[src/design/hned_pkg.sv]
`timescale 1ns / 1ps

package hned_pkg;

  localparam logic [7:0] CH_AMP   = 8'h26;
  localparam logic [7:0] CH_HASH  = 8'h23;
  localparam logic [7:0] CH_SEMI  = 8'h3B;
  localparam logic [7:0] CH_COMMA = 8'h2C;
  localparam logic [7:0] CH_ZERO  = 8'h30;
  localparam logic [7:0] CH_NINE  = 8'h39;
  localparam logic [7:0] CH_SPACE = 8'h20;

  localparam logic [6:0] VAL_MAX   = 7'd127;
  localparam logic [6:0] VAL_LOW   = 7'd32;
  localparam logic [6:0] VAL_COMMA = 7'd44;

  // byte class decided in the front end
  typedef enum logic [2:0] {
    CLS_OTHER = 3'd0,
    CLS_DIGIT = 3'd1,
    CLS_AMP   = 3'd2,
    CLS_HASH  = 3'd3,
    CLS_SEMI  = 3'd4,
    CLS_COMMA = 3'd5
  } hned_cls_t;

  // parser state, one-hot
  typedef enum logic [3:0] {
    ST_PLAIN   = 4'b0001,
    ST_AMP     = 4'b0010,
    ST_ENTITY  = 4'b0100,
    ST_STOPPED = 4'b1000
  } hned_state_t;

  // classified item handed from front to back through the queue
  typedef struct packed {
    hned_cls_t  cls;
    logic [3:0] digit;
    logic [7:0] data;
    logic       last;
  } hned_item_t;

endpackage

[src/design/html_numeric_entity_decoder_unit.sv]
`timescale 1ns / 1ps

// A byte accepted on the input goes into the queue, then the parser registers its result.
// One byte per cycle unless stalled; bytes that decode to nothing still take one parser step.
// A two-entry queue between classifier and parser absorbs output stalls until it is full.
// Reset (rst, synchronous, active high) empties the queue, drops any pending
// result and returns the parser to plain text with a zero entity value.
module html_numeric_entity_decoder_unit (
  input  logic       clk,
  input  logic       rst,
  // input stream
  input  logic       s_tvalid,
  output logic       s_tready,
  input  logic [7:0] s_tdata,   // [7:0] in_byte
  input  logic       s_tlast,   // last_of_buffer
  // result stream
  output logic       m_tvalid,
  input  logic       m_tready,
  output logic [7:0] m_tdata,   // [7:0] out_byte
  output logic       m_tuser,   // [0] has_byte
  output logic       m_tlast    // end_of_text
);

  hned_pkg::hned_item_t front_item;
  hned_pkg::hned_item_t queue_item;
  logic                 queue_full;
  logic                 queue_not_empty;
  logic                 queue_pop;
  logic                 push;

  // a transaction on the input side is a push into the queue
  assign s_tready = !queue_full;
  assign push     = s_tvalid && s_tready;

  // front: classify each byte (digit, '&', '#', ';', ',' or other)
  hned_front u_front (
    .in_byte (s_tdata),
    .in_last (s_tlast),
    .item    (front_item)
  );

  hned_fifo u_fifo (
    .clk       (clk),
    .rst       (rst),
    .push      (push),
    .push_item (front_item),
    .full      (queue_full),
    .pop       (queue_pop),
    .not_empty (queue_not_empty),
    .pop_item  (queue_item)
  );

  // back: entity parser plus output register; pops whenever the
  // output register is empty or being drained this cycle
  hned_back u_back (
    .clk        (clk),
    .rst        (rst),
    .item_valid (queue_not_empty),
    .item       (queue_item),
    .pop        (queue_pop),
    .out_valid  (m_tvalid),
    .out_ready  (m_tready),
    .out_has    (m_tuser),
    .out_byte   (m_tdata),
    .out_end    (m_tlast)
  );

endmodule

[src/design/hned_front.sv]
`timescale 1ns / 1ps

module hned_front (
  input  logic [7:0]          in_byte,
  input  logic                in_last,
  output hned_pkg::hned_item_t item
);

  logic [7:0] diff;

  assign diff = in_byte - hned_pkg::CH_ZERO;

  always_comb begin
    item.data  = in_byte;
    item.last  = in_last;
    item.digit = diff[3:0];
    if (in_byte >= hned_pkg::CH_ZERO && in_byte <= hned_pkg::CH_NINE) begin
      item.cls = hned_pkg::CLS_DIGIT;
    end else if (in_byte == hned_pkg::CH_AMP) begin
      item.cls = hned_pkg::CLS_AMP;
    end else if (in_byte == hned_pkg::CH_HASH) begin
      item.cls = hned_pkg::CLS_HASH;
    end else if (in_byte == hned_pkg::CH_SEMI) begin
      item.cls = hned_pkg::CLS_SEMI;
    end else if (in_byte == hned_pkg::CH_COMMA) begin
      item.cls = hned_pkg::CLS_COMMA;
    end else begin
      item.cls = hned_pkg::CLS_OTHER;
    end
  end

endmodule

[src/design/hned_fifo.sv]
`timescale 1ns / 1ps

// two-entry queue between classifier and parser
module hned_fifo (
  input  logic                 clk,
  input  logic                 rst,
  input  logic                 push,
  input  hned_pkg::hned_item_t push_item,
  output logic                 full,
  input  logic                 pop,
  output logic                 not_empty,
  output hned_pkg::hned_item_t pop_item
);

  hned_pkg::hned_item_t mem [2];
  logic       wr_ptr;
  logic       rd_ptr;
  logic [1:0] count;

  assign full      = (count == 2'd2);
  assign not_empty = (count != 2'd0);
  assign pop_item  = mem[rd_ptr];

  always_ff @(posedge clk) begin
    if (push) begin
      mem[wr_ptr] <= push_item;
    end
  end

  always_ff @(posedge clk) begin
    if (rst) begin
      wr_ptr <= 1'b0;
      rd_ptr <= 1'b0;
      count  <= 2'd0;
    end else begin
      if (push) begin
        wr_ptr <= ~wr_ptr;
      end
      if (pop) begin
        rd_ptr <= ~rd_ptr;
      end
      if (push && !pop) begin
        count <= count + 2'd1;
      end else if (pop && !push) begin
        count <= count - 2'd1;
      end
    end
  end

endmodule

[src/design/hned_back.sv]
`timescale 1ns / 1ps

module hned_back (
  input  logic                 clk,
  input  logic                 rst,
  input  logic                 item_valid,
  input  hned_pkg::hned_item_t item,
  output logic                 pop,
  output logic                 out_valid,
  input  logic                 out_ready,
  output logic                 out_has,
  output logic [7:0]           out_byte,
  output logic                 out_end
);

  hned_pkg::hned_state_t mode, mode_next;
  logic [6:0]  entity_value, entity_value_next;
  logic [10:0] times_ten;
  logic [10:0] acc;
  logic        has;
  logic [7:0]  ch;
  logic        stop;
  logic        was_stopped;
  logic        done;
  logic        emit;

  assign pop       = item_valid && (!out_valid || out_ready);
  assign times_ten = {1'b0, entity_value, 3'b000} + {3'b000, entity_value, 1'b0};
  assign acc       = times_ten + {7'd0, item.digit};

  always_comb begin
    has               = 1'b0;
    ch                = 8'd0;
    stop              = 1'b0;
    mode_next         = mode;
    entity_value_next = entity_value;
    case (mode)
      hned_pkg::ST_PLAIN: begin
        if (item.cls == hned_pkg::CLS_AMP) begin
          mode_next = hned_pkg::ST_AMP;
        end else if (item.cls == hned_pkg::CLS_COMMA) begin
          stop = 1'b1;
        end else begin
          has = 1'b1;
          ch  = item.data;
        end
      end
      hned_pkg::ST_AMP: begin
        if (item.cls != hned_pkg::CLS_HASH) begin
          entity_value_next = hned_pkg::VAL_MAX;
        end
        mode_next = hned_pkg::ST_ENTITY;
      end
      hned_pkg::ST_ENTITY: begin
        if (item.cls == hned_pkg::CLS_DIGIT) begin
          entity_value_next = (acc >= {4'd0, hned_pkg::VAL_MAX}) ? hned_pkg::VAL_MAX
                                                                  : acc[6:0];
        end else if (item.cls == hned_pkg::CLS_SEMI) begin
          if (entity_value == hned_pkg::VAL_COMMA) begin
            stop = 1'b1;
          end else begin
            has = 1'b1;
            // control codes and invalid entities decode to a space
            ch  = (entity_value < hned_pkg::VAL_LOW || entity_value == hned_pkg::VAL_MAX)
                  ? hned_pkg::CH_SPACE : {1'b0, entity_value};
            entity_value_next = 7'd0;
            mode_next         = hned_pkg::ST_PLAIN;
          end
        end else begin
          entity_value_next = hned_pkg::VAL_MAX;
        end
      end
      hned_pkg::ST_STOPPED: begin
      end
      default: begin
        mode_next         = hned_pkg::ST_PLAIN;
        entity_value_next = 7'd0;
      end
    endcase

    was_stopped = (mode == hned_pkg::ST_STOPPED);
    if (stop) begin
      mode_next         = hned_pkg::ST_STOPPED;
      entity_value_next = 7'd0;
    end
    done = stop || (item.last && !was_stopped);
    if (item.last) begin
      mode_next         = hned_pkg::ST_PLAIN;
      entity_value_next = 7'd0;
    end
    emit = has || done;
  end

  always_ff @(posedge clk) begin
    if (rst) begin
      mode         <= hned_pkg::ST_PLAIN;
      entity_value <= 7'd0;
      out_valid    <= 1'b0;
    end else begin
      if (pop) begin
        mode         <= mode_next;
        entity_value <= entity_value_next;
        out_valid    <= emit;
      end else if (out_ready) begin
        out_valid <= 1'b0;
      end
    end
  end

  always_ff @(posedge clk) begin
    if (pop && emit) begin
      out_has  <= has;
      out_byte <= ch;
      out_end  <= done;
    end
  end

  // the accumulator only holds a value while inside an entity
  a_value_idle: assert property (@(posedge clk) disable iff (rst)
    (mode != hned_pkg::ST_ENTITY) |-> (entity_value == 7'd0))
    else $error("entity value nonzero outside entity");

  // end of buffer always returns the parser to plain text
  a_last_resets: assert property (@(posedge clk) disable iff (rst)
    (pop && item.last) |=> (mode == hned_pkg::ST_PLAIN))
    else $error("parser not reset after buffer end");

  // a stop never decodes a character in the same step
  a_stop_no_char: assert property (@(posedge clk) disable iff (rst)
    (pop && stop) |=> (out_valid && out_end && !out_has))
    else $error("stop result malformed");

  // a consumed item with output always lands in the output register
  a_emit_lands: assert property (@(posedge clk) disable iff (rst)
    (pop && emit) |=> out_valid)
    else $error("result lost");

endmodule
[config.mk]
export PLATFORM = sky130hd
export DESIGN_NAME = html_numeric_entity_decoder_unit
export DESIGN_NICKNAME = d
export VERILOG_FILES = /design/src/design/hned_pkg.sv /design/src/design/html_numeric_entity_decoder_unit.sv /design/src/design/hned_front.sv /design/src/design/hned_fifo.sv /design/src/design/hned_back.sv
export SDC_FILE = /design/constraint.sdc
export NUM_CORES = 1
export LEC_CHECK = 0
export ABC_AREA = 1
export BUFFER_PORTS_ARGS = -buffer_cell sky130_fd_sc_hd__buf_4
export CORE_MARGIN = 2
export CORE_UTILIZATION = 54
export CTS_BUF_LIST = sky130_fd_sc_hd__clkbuf_16
export DETAILED_ROUTE_END_ITERATION = 8
export PLACE_DENSITY = 0.76
export SLEW_MARGIN = 10
export SYNTH_ARGS = -nofsm -noshare
export SYNTH_HDL_FRONTEND = slang
export SYNTH_SLANG_ARGS = --single-unit
[constraint.sdc]
create_clock -name clk -period 2.7 [get_ports clk]
set_clock_uncertainty 0.05 [all_clocks]
set_input_delay 0.405 -clock clk [delete_from_list [all_inputs] [get_ports clk]]
set_output_delay 0.405 -clock clk [all_outputs]
set_load 0.02 [all_outputs]
-- Word level (Yosys, flattened, before mapping)
Memories as Yosys holds them, arrays and structs flattened. A register that Yosys moved wholly into a read port is not among the register bits.
Index checks and enable logic that the tools add are counted.
- register bits after elaboration: 26
- memory bits (writable): 32
- input port bits: 13
- output and inout port bits: 12
- word-level logic and storage cells: 114
- memories: 1
- add/sub/neg operators: 5
- magnitude comparators: 4
- equality and inequality tests: 24
- multiplexer cells: 47
- bitwise logic cells: 2
- reduce and logical (&&, ||, !) cells: 22
- memories (memory ; depth ; width ; read ports ; clocked after memory_dff ; wr ports ; RTL line ; text):
    u_fifo.mem ; 2 ; 16 ; 1 ; 1 ; 1 ; hned_fifo.sv:15 ; hned_pkg::hned_item_t mem [2];
- operators by type and width (cell ; count):
    2-to-1 mux 7 bit ; 8
    2-to-1 mux 8 bit ; 5
    == test 8 x 6 -> 1 bit, second input constant ; 4
    2-to-1 mux 4 bit ; 6
    case mux 7 bit (3 select lines) ; 1
    2-to-1 mux 1 bit ; 16
    case mux 4 bit (4 select lines) ; 1
    case mux 8 bit (2 select lines) ; 1
    2-to-1 mux 3 bit ; 5
    inequality test 4 x 1 -> 1 bit, second input constant ; 3
    adder 10 x 8 -> 11 bit ; 1
    adder 11 x 4 -> 11 bit ; 1
    >= comparator 11 x 7 -> 1 bit, second input constant ; 1
    >= comparator 8 x 6 -> 1 bit, second input constant ; 1
    <= comparator 8 x 6 -> 1 bit, second input constant ; 1
    inequality test 4 x 2 -> 1 bit, second input constant ; 2
    == test 7 x 6 -> 1 bit, second input constant ; 1
    == test 7 bit, second input constant ; 1
    logical AND 1 bit ; 7
    < comparator 7 x 6 -> 1 bit, second input constant ; 1
    == test 3 bit, second input constant ; 2
    inequality test 3 x 1 -> 1 bit, second input constant ; 2
    inequality test 6 x 3 -> 1 bit, second input constant ; 1
    AND reduction 6 bit ; 1
    19 further kinds ; 31

-- Depth between registers and ports, before layout
Gate-level depths: netlist (run 1).
- depth in word-level cells: 8
- depth in mapped cells: 20
- depth with buffers taken out: 20

-- Modules after synthesis
Synthesis (run 1) repeated with hierarchy kept, for this count alone.
- cell total of the unflattened synthesis: 380
- area, all modules: 3403.3 µm²
- modules (own cells, without submodules) (module ; instances ; cells an instance ; area an instance (µm²)):
    hned_back ; 1 ; 251 ; 1727.9
    hned_fifo ; 1 ; 83 ; 1436.4
    hned_front ; 1 ; 43 ; 225.2
    html_numeric_entity_decoder_unit ; 1 ; 3 ; 13.8

-- Worst setup path after synthesis (run 1)
Ideal clock, no wire load.
- kind: flip-flop to flip-flop
- start point: register (tool-made name)
- end point: register u_back.entity_value[0]
- arrival: 2597 ps
- path slack: -86 ps
- stages on the path, launching flop included: 18
- path buffers: 1
- cells stage by stage: dfxtp_1 buf_6 nand2_1 nand2_1 fa_1 inv_1 fa_1 nand3b_1 nand2_1 nand2_1 nand2_1 nor2_1 nor2_1 nand4_1 nand2_1 nand2_1 nand2_2 a21oi_2
- RTL lines (element ; RTL line ; text):
    end signal, assigned ; hned_back.sv:102 ; entity_value <= entity_value_next;
    end, declared ; hned_back.sv:17 ; logic [6:0] entity_value, entity_value_next;

==> results of run 1 <==
layout by cell type, fill, tap and decap left out, types with 3 or more instances in the layout:
master / n
a21oi_1: 15
a21oi_2: 9
buf_4: 59
clkbuf_16: 5
clkinv_2: 3
dfxtp_1: 16
edfxtp_1: 34
ha_1: 12
inv_1: 39
inv_2: 8
nand2_1: 73
nand2_2: 16
nand3_1: 11
nand3_2: 4
nand4_1: 14
nor2_1: 24
nor2_2: 3
o211ai_1: 3
o21ai_0: 12
o21ai_1: 4
how the worst max path moves through the flow:
stage / end / depth (start not counted)
floorplan: u_back.entity_value[0] / 17
global placement: u_back.entity_value[3] / 17
detailed placement: u_back.entity_value[3] / 17
CTS: u_back.entity_value[3] / 19
global route: u_back.entity_value[3] / 19
finish: u_back.out_byte[3] / 19
worst max-delay path, cell delays in order (launching register included):
cell and delay (ns):
edfxtp_1 0.40, nand2_2 0.08, nand2_2 0.06, buf_4 0.13
buf_4 0.13, buf_4 0.12, buf_4 0.12, buf_4 0.12
buf_4 0.12, buf_4 0.11, buf_4 0.12, buf_4 0.12
buf_4 0.12, buf_4 0.12, buf_4 0.12, buf_4 0.12
buf_4 0.12, buf_4 0.13, nand2_2 0.07, o21ai_2 0.05
power by group through the flow:
stage | clock network (mW) | logic [mW] | registers [mW]
final | 0.618 | 1.61 | 1.15
after global routing | 0.659 | 1.77 | 1.17
after CTS | 0.624 | 1.57 | 1.15
after detailed placement | 0 | 1.37 | 1.16
after global placement | 0 | 1.35 | 1.16
after floorplan | 0 | 0.821 | 1.27
cell families after synthesis:
kind of cell | Yosys count | synth area share
AOI/OAI and AO/OA | 48 | 0.101
xor gates and xnor gates | 1 | 0.00303
adders and majority gates | 16 | 0.0745
buffers and inverters | 52 | 0.0706
DFF | 51 | 0.471
muxes | 2 | 0.00693
and+or+nand+nor | 160 | 0.273
layout make-up:
class                           instances  area, µm²  share of cell area
Clock buffer                            5        125              0.0345
Clock inverter                          3       18.8             0.00518
Inverter                               50        191              0.0528
Multi-Input combinational cell        227       1400               0.385
Sequential cell                        51       1370               0.376
Tap cell                               70       87.6              0.0242
Timing Repair Buffer                   59        443               0.122
per-stage QoR:
step | utilization | setup slack [ns] | setup TNS [ns]
after global placement | 0.636 | -0.0498 | -0.239
after global routing | 0.705 | -0.215 | -1.28
final | 0.705 | -0.0949 | -0.123
after CTS | 0.700 | -0.0292 | -0.0292
after floorplan | - | 0.00385 | 0
after detailed placement | 0.636 | -0.145 | -0.887
flip-flops by register name (all words and copies together), names as in the netlist, named ones only:
register and flops:
u_back.entity_value 7, u_back.mode 4, u_back.out_byte 8, u_back.out_end 1
u_back.out_has 1, u_back.out_valid 1, u_fifo.count 2, u_fifo.mem 24
u_fifo.rd_ptr 1, u_fifo.wr_ptr 1
metal layers:
| layer | wire length, µm | part of all wire |
|---|---|---|
| met3 | 293 | 0.047 |
| met2 | 3150 | 0.51 |
| met4 | 148 | 0.024 |
| met5 | 0 | 0 |
| met1 | 2630 | 0.42 |
repair_timing:
item,4_1_cts,5_1_grt
hold buffers,0,0
setup endpoints to repair,7,8
pin swaps,10,4
cloned,0,0
buffers inserted,18,0
resized for setup,16,8
==> results.ini, run 1 <==
[detailed_routing]
drtIter0Drc = 258
avgRoutedWirePerCell_um = 13.4
wl_um = 6230
drc_errors = 0
drt_pass1_iterations = 6
via_per_inst = 5.29
antenna_left = 0
vias = 2462

[floorplan]
rows = 26
core_area_mm2 = 0.00514
dieArea_mm2 = 0.00595
start_util = 0.562
die_h_um = 77.1
die_w_um = 77.1
io-pin-count = 25

[worst_setup_path]
rr_endpoint = u_back.out_byte[3]
crit_fanout = 2
start_kind = register
cp.required_ns = 2.68
cp_data_arrival_time_ns = 2.78
startpoint = u_fifo.mem[0][12]
critPathCaptureType = register
rrSetupSlack_ns = -0.09
r2r_cells = 19
r2r_start = u_fifo.mem[0][12]
path_class = reg -> reg

[sta]
rsz0062_at_grt = yes
fmax_mhz = 358
fin_crit_ns = 2.79
slew_headroom = 0.728
setup_slack_ns = -0.0949
drv_slew = 0
period_share = 1.04
whs_ns = 0.249
hold_viol = 0
setup_violations = 2
tightest_slew_ns = 0.406

[worst_hold_path]
hp-start = s_tlast
hold_path_end = u_fifo.mem[1][0]
hold_path_depth = 1
hp-class = in -> reg

[logic_synthesis]
synth_top_area_frac = 0.354
netlist_area_mm2 = 0.00289
yosys_warnings = 0
ys_seq_area_frac = 0.471
synth_seq_cells = 51
postSynthCellCount = 330
yosysTopAreaCell = edfxtp_1
synth_cell_types = 37
synth_edf_count = 34
syn-num-nets = 359
yosysMostFrequentCell = nand2_1
synthFlopType = edfxtp_1
ys_top_cells_by_count = nand2_1, inv_1, edfxtp_1
synthTopCellsByArea = edfxtp_1, dfxtp_1, nand2_1
async_flop_share = 0
syn_avg_cell_area_um2 = 8.75

[run]
cap_violations = 0

[power]
power.internal_mw = 2.07
clkPwrFrac = 0.183
p_switching_mw = 1.32
total_power_mw = 3.39
p_comb_frac = 0.477
swShare = 0.390
pwr-share-seq = 0.341
total_leakage_power_nw = 1.62
ir_drop_mv = 0.658
power_density_mw_per_mm2 = 934

[global_routing]
grt_max_degree = 17
antenna_found_initial = 0
grt_util_all_layers = 0.227
overflow = 0
grt_first_pass_wirelength_um = 10900
gr-usage-met3 = 0.0365
gr-max-usage-layer = met2
met1_usage = 0.284
first_global_vias = 2396
met2_usage = 0.401

[cells_and_area]
drive_gt1_frac = 0.311
area_growth_pct = 25.6
nets = 423
stdcell_count = 465
fin_area_mm2 = 0.00363
fill_cells = 396
antenna-diode-count = 0

[clock_network]
clkTransAtPathRegs_ns = 0.06
cts_tree = done
numCtsBuffers = 5
h-tree-depth = 2
cts_sinks = 51
root_buffer = clkbuf_16
clkLatencyLatePin_ns = 0.29
cts_buffer_depth = 2

[place]
dp_hpwl_um = 4350
dp.cells = 439
gp_congestion = 0.835
io_buffers = 24
place_area_mm2 = 0.00327

[outcome]
violations = setup timing
status = finished, violations left

Power figures use the tool's default switching activity.
==> run 2, diff against run 1 <==
--- a/config.mk
+++ b/config.mk
@@ -7,7 +7,7 @@
 export LEC_CHECK = 0
 export ABC_AREA = 1
 export BUFFER_PORTS_ARGS = -buffer_cell sky130_fd_sc_hd__buf_4
-export CORE_MARGIN = 2
+export CORE_MARGIN = 10
 export CORE_UTILIZATION = 54
 export CTS_BUF_LIST = sky130_fd_sc_hd__clkbuf_16
 export DETAILED_ROUTE_END_ITERATION = 8
==> constraint.sdc (replaced) <==
create_clock -name clk -period 2.35 [get_ports clk]
set_clock_uncertainty 0.05 [all_clocks]
set_input_delay 0.3525 -clock clk [delete_from_list [all_inputs] [get_ports clk]]
set_output_delay 0.3525 -clock clk [all_outputs]
set_load 0.02 [all_outputs]
==> run 2 against run 1 <==
Against the previous run:
- the run still ends with setup timing left
- sequential power rose by 15%
- count of clock-buffer cells in the layout is the same
- hold slack got worse by 0.049 ns
- sequential cell count unchanged
- combinational power increased by 14%
- clock power grew 15%
- via count did not move
- critical path type unchanged
- largest power group unchanged
==> results.ini, run 2 (synthesis results as in run 1) <==
[outcome]
status = finished, violations left
violations = setup timing

[place]
dp_hpwl_um = 4570
io_buffers = 24
place_area_mm2 = 0.00332
gp_congestion = 0.850

[cells_and_area]
nets = 425
top_regs = u_fifo.mem x24, u_back.out_byte x8, u_back.entity_value x7
layout_commonest_cell = nand2_1
largest_reg_flops = 24
multi_input_area_mm2 = 0.00142
regArea_mm2 = 0.00137
fin_area_mm2 = 0.00368
final_cell_mix = nand2_1, buf_4, inv_1
area_growth_pct = 27.3
drive_gt1_frac = 0.322
fill_cells = 397
largest-register = u_fifo.mem
antenna-diode-count = 0

[clock_network]
cts_sinks = 51
numCtsBuffers = 5
clkTransAtPathRegs_ns = 0.07
h-tree-depth = 2
cts_tree = done
root_buffer = clkbuf_16
cts_buffer_depth = 2
clkLatencyLatePin_ns = 0.28
cts_hold_buf = 0

[run]
cap_violations = 0

[worst_setup_path]
critPathSlowestCell = fa_2
crit_chain = buf_4 -> nand2_1 -> nand2_2 -> ha_4 -> ha_4 -> inv_1 -> fa_2 -> inv_2 -> nand2_2 -> nor2_2 -> nand2_1 -> nor2_2 -> nand2_1 -> nor2_2 -> nor2_4 -> nand4_1 -> nand2_1 -> nand2_2 -> nand2_2 -> a21oi_2
cpLargestDelayFamily = simple AND/OR/NAND/NOR gates
critPathCaptureType = register
cp.required_ns = 2.52
r2r_cells = 20
cp_data_arrival_time_ns = 2.96
path_class = reg -> reg
cp_num_buf_inv = 3
start_kind = register
crit_fanout = 7
slowest_delay_ns = 0.44
rrSetupSlack_ns = -0.44
rr_endpoint = u_back.entity_value[1]

[sta]
rsz0062_at_grt = yes
fmax_mhz = 358
tightest_slew_ns = 0.477
setup_slack_ns = -0.442
setup_violations = 7
hold_viol = 0
fin_crit_ns = 2.79
period_share = 1.19
drv_slew = 0
slew_headroom = 0.678
setup_tns_ns = -2.95

[detailed_routing]
drt_pass1_iterations = 9
drtIter0Drc = 185
avgRoutedWirePerCell_um = 13.6
drc_errors = 0
via_per_inst = 5.27
wl_um = 6370
vias = 2462
antenna_left = 0

[global_routing]
grt_util_all_layers = 0.153
met1_usage = 0.175
met2_usage = 0.269
gr-usage-met3 = 0.0352
antenna_found_initial = 0
first_global_vias = 2450
grt_max_degree = 18
gr-max-usage-layer = met2
grt_first_pass_wirelength_um = 10900
overflow = 0

[power]
power_density_mw_per_mm2 = 1050
total_leakage_power_nw = 1.62
ir_drop_mv = 0.608

[worst_hold_path]
hold_path_end = u_fifo.mem[0][0]
hp-start = s_tlast
hp-class = in -> reg
hold_path_depth = 1

[floorplan]
rows = 26
dieArea_mm2 = 0.00867
core_area_mm2 = 0.00514
die_w_um = 93.1
io-pin-count = 25
start_util = 0.562
die_h_um = 93.1

[run 2: changes by cell type in the layout (fill, tap and decap cells not counted), sizes merged]
cell,delta
clkinvlp,+2
buf,+2
clkinv,-2
[run 2: routing by layer]
layer  vias to the layer above  wire (µm)
li1                       1237          -
met1                      1144       2750
met2                        73       3210
met3                         8        322
met4                         0         82
met5                         -          0
[run 2: area by class of cell]
cell class	count	share of cell area
multi-input cells	227	0.387
well taps	70	0.0238
clock inverters	3	0.00647
repair buffers	61	0.126
clock buffers	5	0.0340
inverters	50	0.0521
flip-flops and latches	51	0.371
[run 2: where the power goes]
group,total [mW],switching (mW),internal (mW)
registers,1.32,0.0751,1.24
clock network,0.710,0.312,0.398
logic,1.84,1.12,0.720
total,3.87,1.51,2.36
[run 2: worst max-delay path by stage]
stage / cells past startpoint / endpoint / startpoint
after global routing: 20 / u_back.entity_value[1] / register
final: 20 / u_back.entity_value[1] / register
after detailed placement: 17 / u_back.entity_value[4] / register
after global placement: 20 / u_back.entity_value[4] / register
after CTS: 19 / u_back.entity_value[4] / register
after floorplan: 19 / u_back.entity_value[0] / register
[run 2: stage by stage]
step	cells	power, mW	util	setup WS (ns)	hold slack, ns
2_1_floorplan	330	2.41	-	-0.320	0.368
5_1_grt	467	4.15	0.715	-0.608	0.195
6_report	467	3.87	0.715	-0.442	0.200
3_5_place_dp	445	2.91	0.646	-0.415	0.396
3_3_place_gp	445	2.88	0.646	-0.327	0.386
4_1_cts	471	3.85	0.713	-0.351	0.196
[run 2: what timing repair did]
action                                  4_1_cts  5_1_grt
pin swaps                                    11       17
endpoints found under the hold margin         0        0
endpoints found under the setup margin        7        8
buffers inserted                             18        1
gates cloned                                  0        0
gates resized for setup                      15       12
==> run 3, diff against run 2 <==
--- a/config.mk
+++ b/config.mk
@@ -8,10 +8,10 @@
 export ABC_AREA = 1
 export BUFFER_PORTS_ARGS = -buffer_cell sky130_fd_sc_hd__buf_4
 export CORE_MARGIN = 10
-export CORE_UTILIZATION = 54
+export CORE_UTILIZATION = 40
 export CTS_BUF_LIST = sky130_fd_sc_hd__clkbuf_16
 export DETAILED_ROUTE_END_ITERATION = 8
-export PLACE_DENSITY = 0.76
+export GPL_ROUTABILITY_DRIVEN = 0
 export SLEW_MARGIN = 10
 export SYNTH_ARGS = -nofsm -noshare
 export SYNTH_HDL_FRONTEND = slang
==> run 3 against run 2 <==
Against the previous run:
- the run still ends with setup timing left
- sequential share of layout area is 0.22 points higher
- wire length shrank 3.4%
- worst setup slack improved by 0.16 ns
- register-to-register slack better by 0.16 ns
- fmax up 6.1%
- final area decreased by 0.78%
- die area up 27%
- count of clock-buffer cells in the layout is the same
- via count fell by 3.6%
- largest cell class unchanged
==> results.ini, run 3 (synthesis results as in run 1) <==
[outcome]
status = finished, violations left
violations = setup timing

[cells_and_area]
final_cell_mix = nand2_1, buf_4, inv_1
largest_reg_flops = 24
fin_area_mm2 = 0.00365
area_growth_pct = 26.3
nets = 419
layout_commonest_cell = nand2_1
top_regs = u_fifo.mem x24, u_back.out_byte x8, u_back.entity_value x7
drive_gt1_frac = 0.307
largest-register = u_fifo.mem
antenna-diode-count = 0

[worst_setup_path]
crit_top_cell = nand2_1
path_class = reg -> reg
slowest_delay_ns = 0.45
r2r_cells = 20
cp.required_ns = 2.52
crit_chain = buf_6 -> nand2_2 -> nand2_2 -> ha_4 -> ha_4 -> inv_2 -> fa_2 -> inv_2 -> nand2_1 -> nor2_1 -> nand2_1 -> nor2_1 -> nand2_1 -> nor2_2 -> nor2_4 -> nand4_1 -> nand2_1 -> nand2_1 -> nand2_2 -> a21oi_2
critPathCaptureType = register
critPathSlowestCell = fa_2
cp_data_arrival_time_ns = 2.81
rr_endpoint = u_back.entity_value[1]
start_kind = register
rrSetupSlack_ns = -0.28
crit_path_end = u_back.entity_value[1]
crit_fanout = 7

[global_routing]
antenna_found_initial = 0
overflow = 0
grt_max_degree = 17
grt_first_pass_wirelength_um = 10600
grt_util_all_layers = 0.114
first_global_vias = 2345

[sta]
hold_viol = 0
fmax_mhz = 380
setup_violations = 7
setup_slack_ns = -0.282
rsz0062_at_grt = yes
whs_ns = 0.198
period_share = 1.12
drv_slew = 0
tightest_slew_ns = 0.480
slew_headroom = 0.676
fin_crit_ns = 2.63

[floorplan]
die_h_um = 105
die_w_um = 105
start_util = 0.418
io-pin-count = 25
dieArea_mm2 = 0.0110
rows = 30
core_area_mm2 = 0.00691

[power]
pwr-share-seq = 0.351
power.internal_mw = 2.29
total_leakage_power_nw = 1.59
p_comb_frac = 0.462
total_power_mw = 3.75
power_density_mw_per_mm2 = 1030
p_switching_mw = 1.46
ir_drop_mv = 0.524
swShare = 0.390
clkPwrFrac = 0.186

[clock_network]
cts_buffer_depth = 2
clkLatencyLatePin_ns = 0.29
cts_tree = done
clkTransAtPathRegs_ns = 0.07
numCtsBuffers = 5
cts_sinks = 51
h-tree-depth = 2
root_buffer = clkbuf_16
cts_hold_buf = 0

[detailed_routing]
wl_um = 6150
via_per_inst = 4.87
avgRoutedWirePerCell_um = 12.6
drtIter0Drc = 102
drc_errors = 0
vias = 2374
antenna_left = 0
drt_pass1_iterations = 4

[run]
cap_violations = 0

[place]
place_ws_ns = -0.399
io_buffers = 24
dp_hpwl_um = 4830
place_area_mm2 = 0.00337

[worst_hold_path]
hp-class = in -> reg

run 3: stage by stage:
step	util	setup TNS, ns	std cells
finish	0.528	-1.82	487
global route	0.528	-2.98	487
CTS	0.522	-1.83	486
detailed placement	0.488	-2.67	473
global placement	0.488	-2.39	473
floorplan	-	-2.24	330
run 3: area by class of cell:
| cell class | instances | area, µm² |
|---|---|---|
| clock buffer | 5 | 125 |
| clock inverter | 3 | 20.0 |
| fill | 680 | 3260 |
| inverter | 50 | 189 |
| multi-input combinational | 227 | 1410 |
| sequential | 51 | 1360 |
| tap | 96 | 120 |
| timing repair buffer | 55 | 417 |
run 3: worst max-delay path, delay by kind of cell, from the launching register on:
kind | cells | cell delay (ns)
buf+inv | 3 | 0.22
compound gates | 1 | 0.11
fa+ha+maj | 3 | 0.88
flops | 1 | 0.34
simple gates | 13 | 0.96
run 3: per-layer routing:
| metal | GRT usage | share of wire | up-vias |
|---|---|---|---|
| met3 | 0.0258 | 0.038 | 11 |
| li1 | - | - | 1233 |
| met2 | 0.190 | 0.47 | 44 |
| met5 | 0 | 0 | - |
| met4 | 0.0333 | 0.012 | 0 |
| met1 | 0.143 | 0.48 | 1086 |
run 3: how the worst min path moves through the flow:
stage | start | to | cells after the start
6_report | s_tlast | u_fifo.mem[0][0] | 1
5_1_grt | s_tlast | u_fifo.mem[1][0] | 1
4_1_cts | s_tlast | u_fifo.mem[0][0] | 1
3_5_place_dp | u_fifo.rd_ptr | u_fifo.rd_ptr | 1
3_3_place_gp | u_fifo.rd_ptr | u_fifo.rd_ptr | 1
2_1_floorplan | u_fifo.rd_ptr | register | 1
run 3: power groups by stage:
| stage | Sequential, mW | Combinational (mW) | Clock, mW |
|---|---|---|---|
| 5_1_grt | 1.34 | 1.92 | 0.753 |
| 3_3_place_gp | 1.33 | 1.60 | 0 |
| 4_1_cts | 1.32 | 1.71 | 0.714 |
| 6_report | 1.32 | 1.73 | 0.699 |
| 3_5_place_dp | 1.33 | 1.62 | 0 |
| 2_1_floorplan | 1.46 | 0.945 | 0 |
run 3: repair_timing:
| action | in CTS | in global routing |
|---|---|---|
| setup buffers | 5 | 1 |
| gates resized for setup | 16 | 8 |
| setup endpoints to repair | 7 | 7 |
| gates cloned | 0 | 0 |
| pin swaps | 10 | 16 |
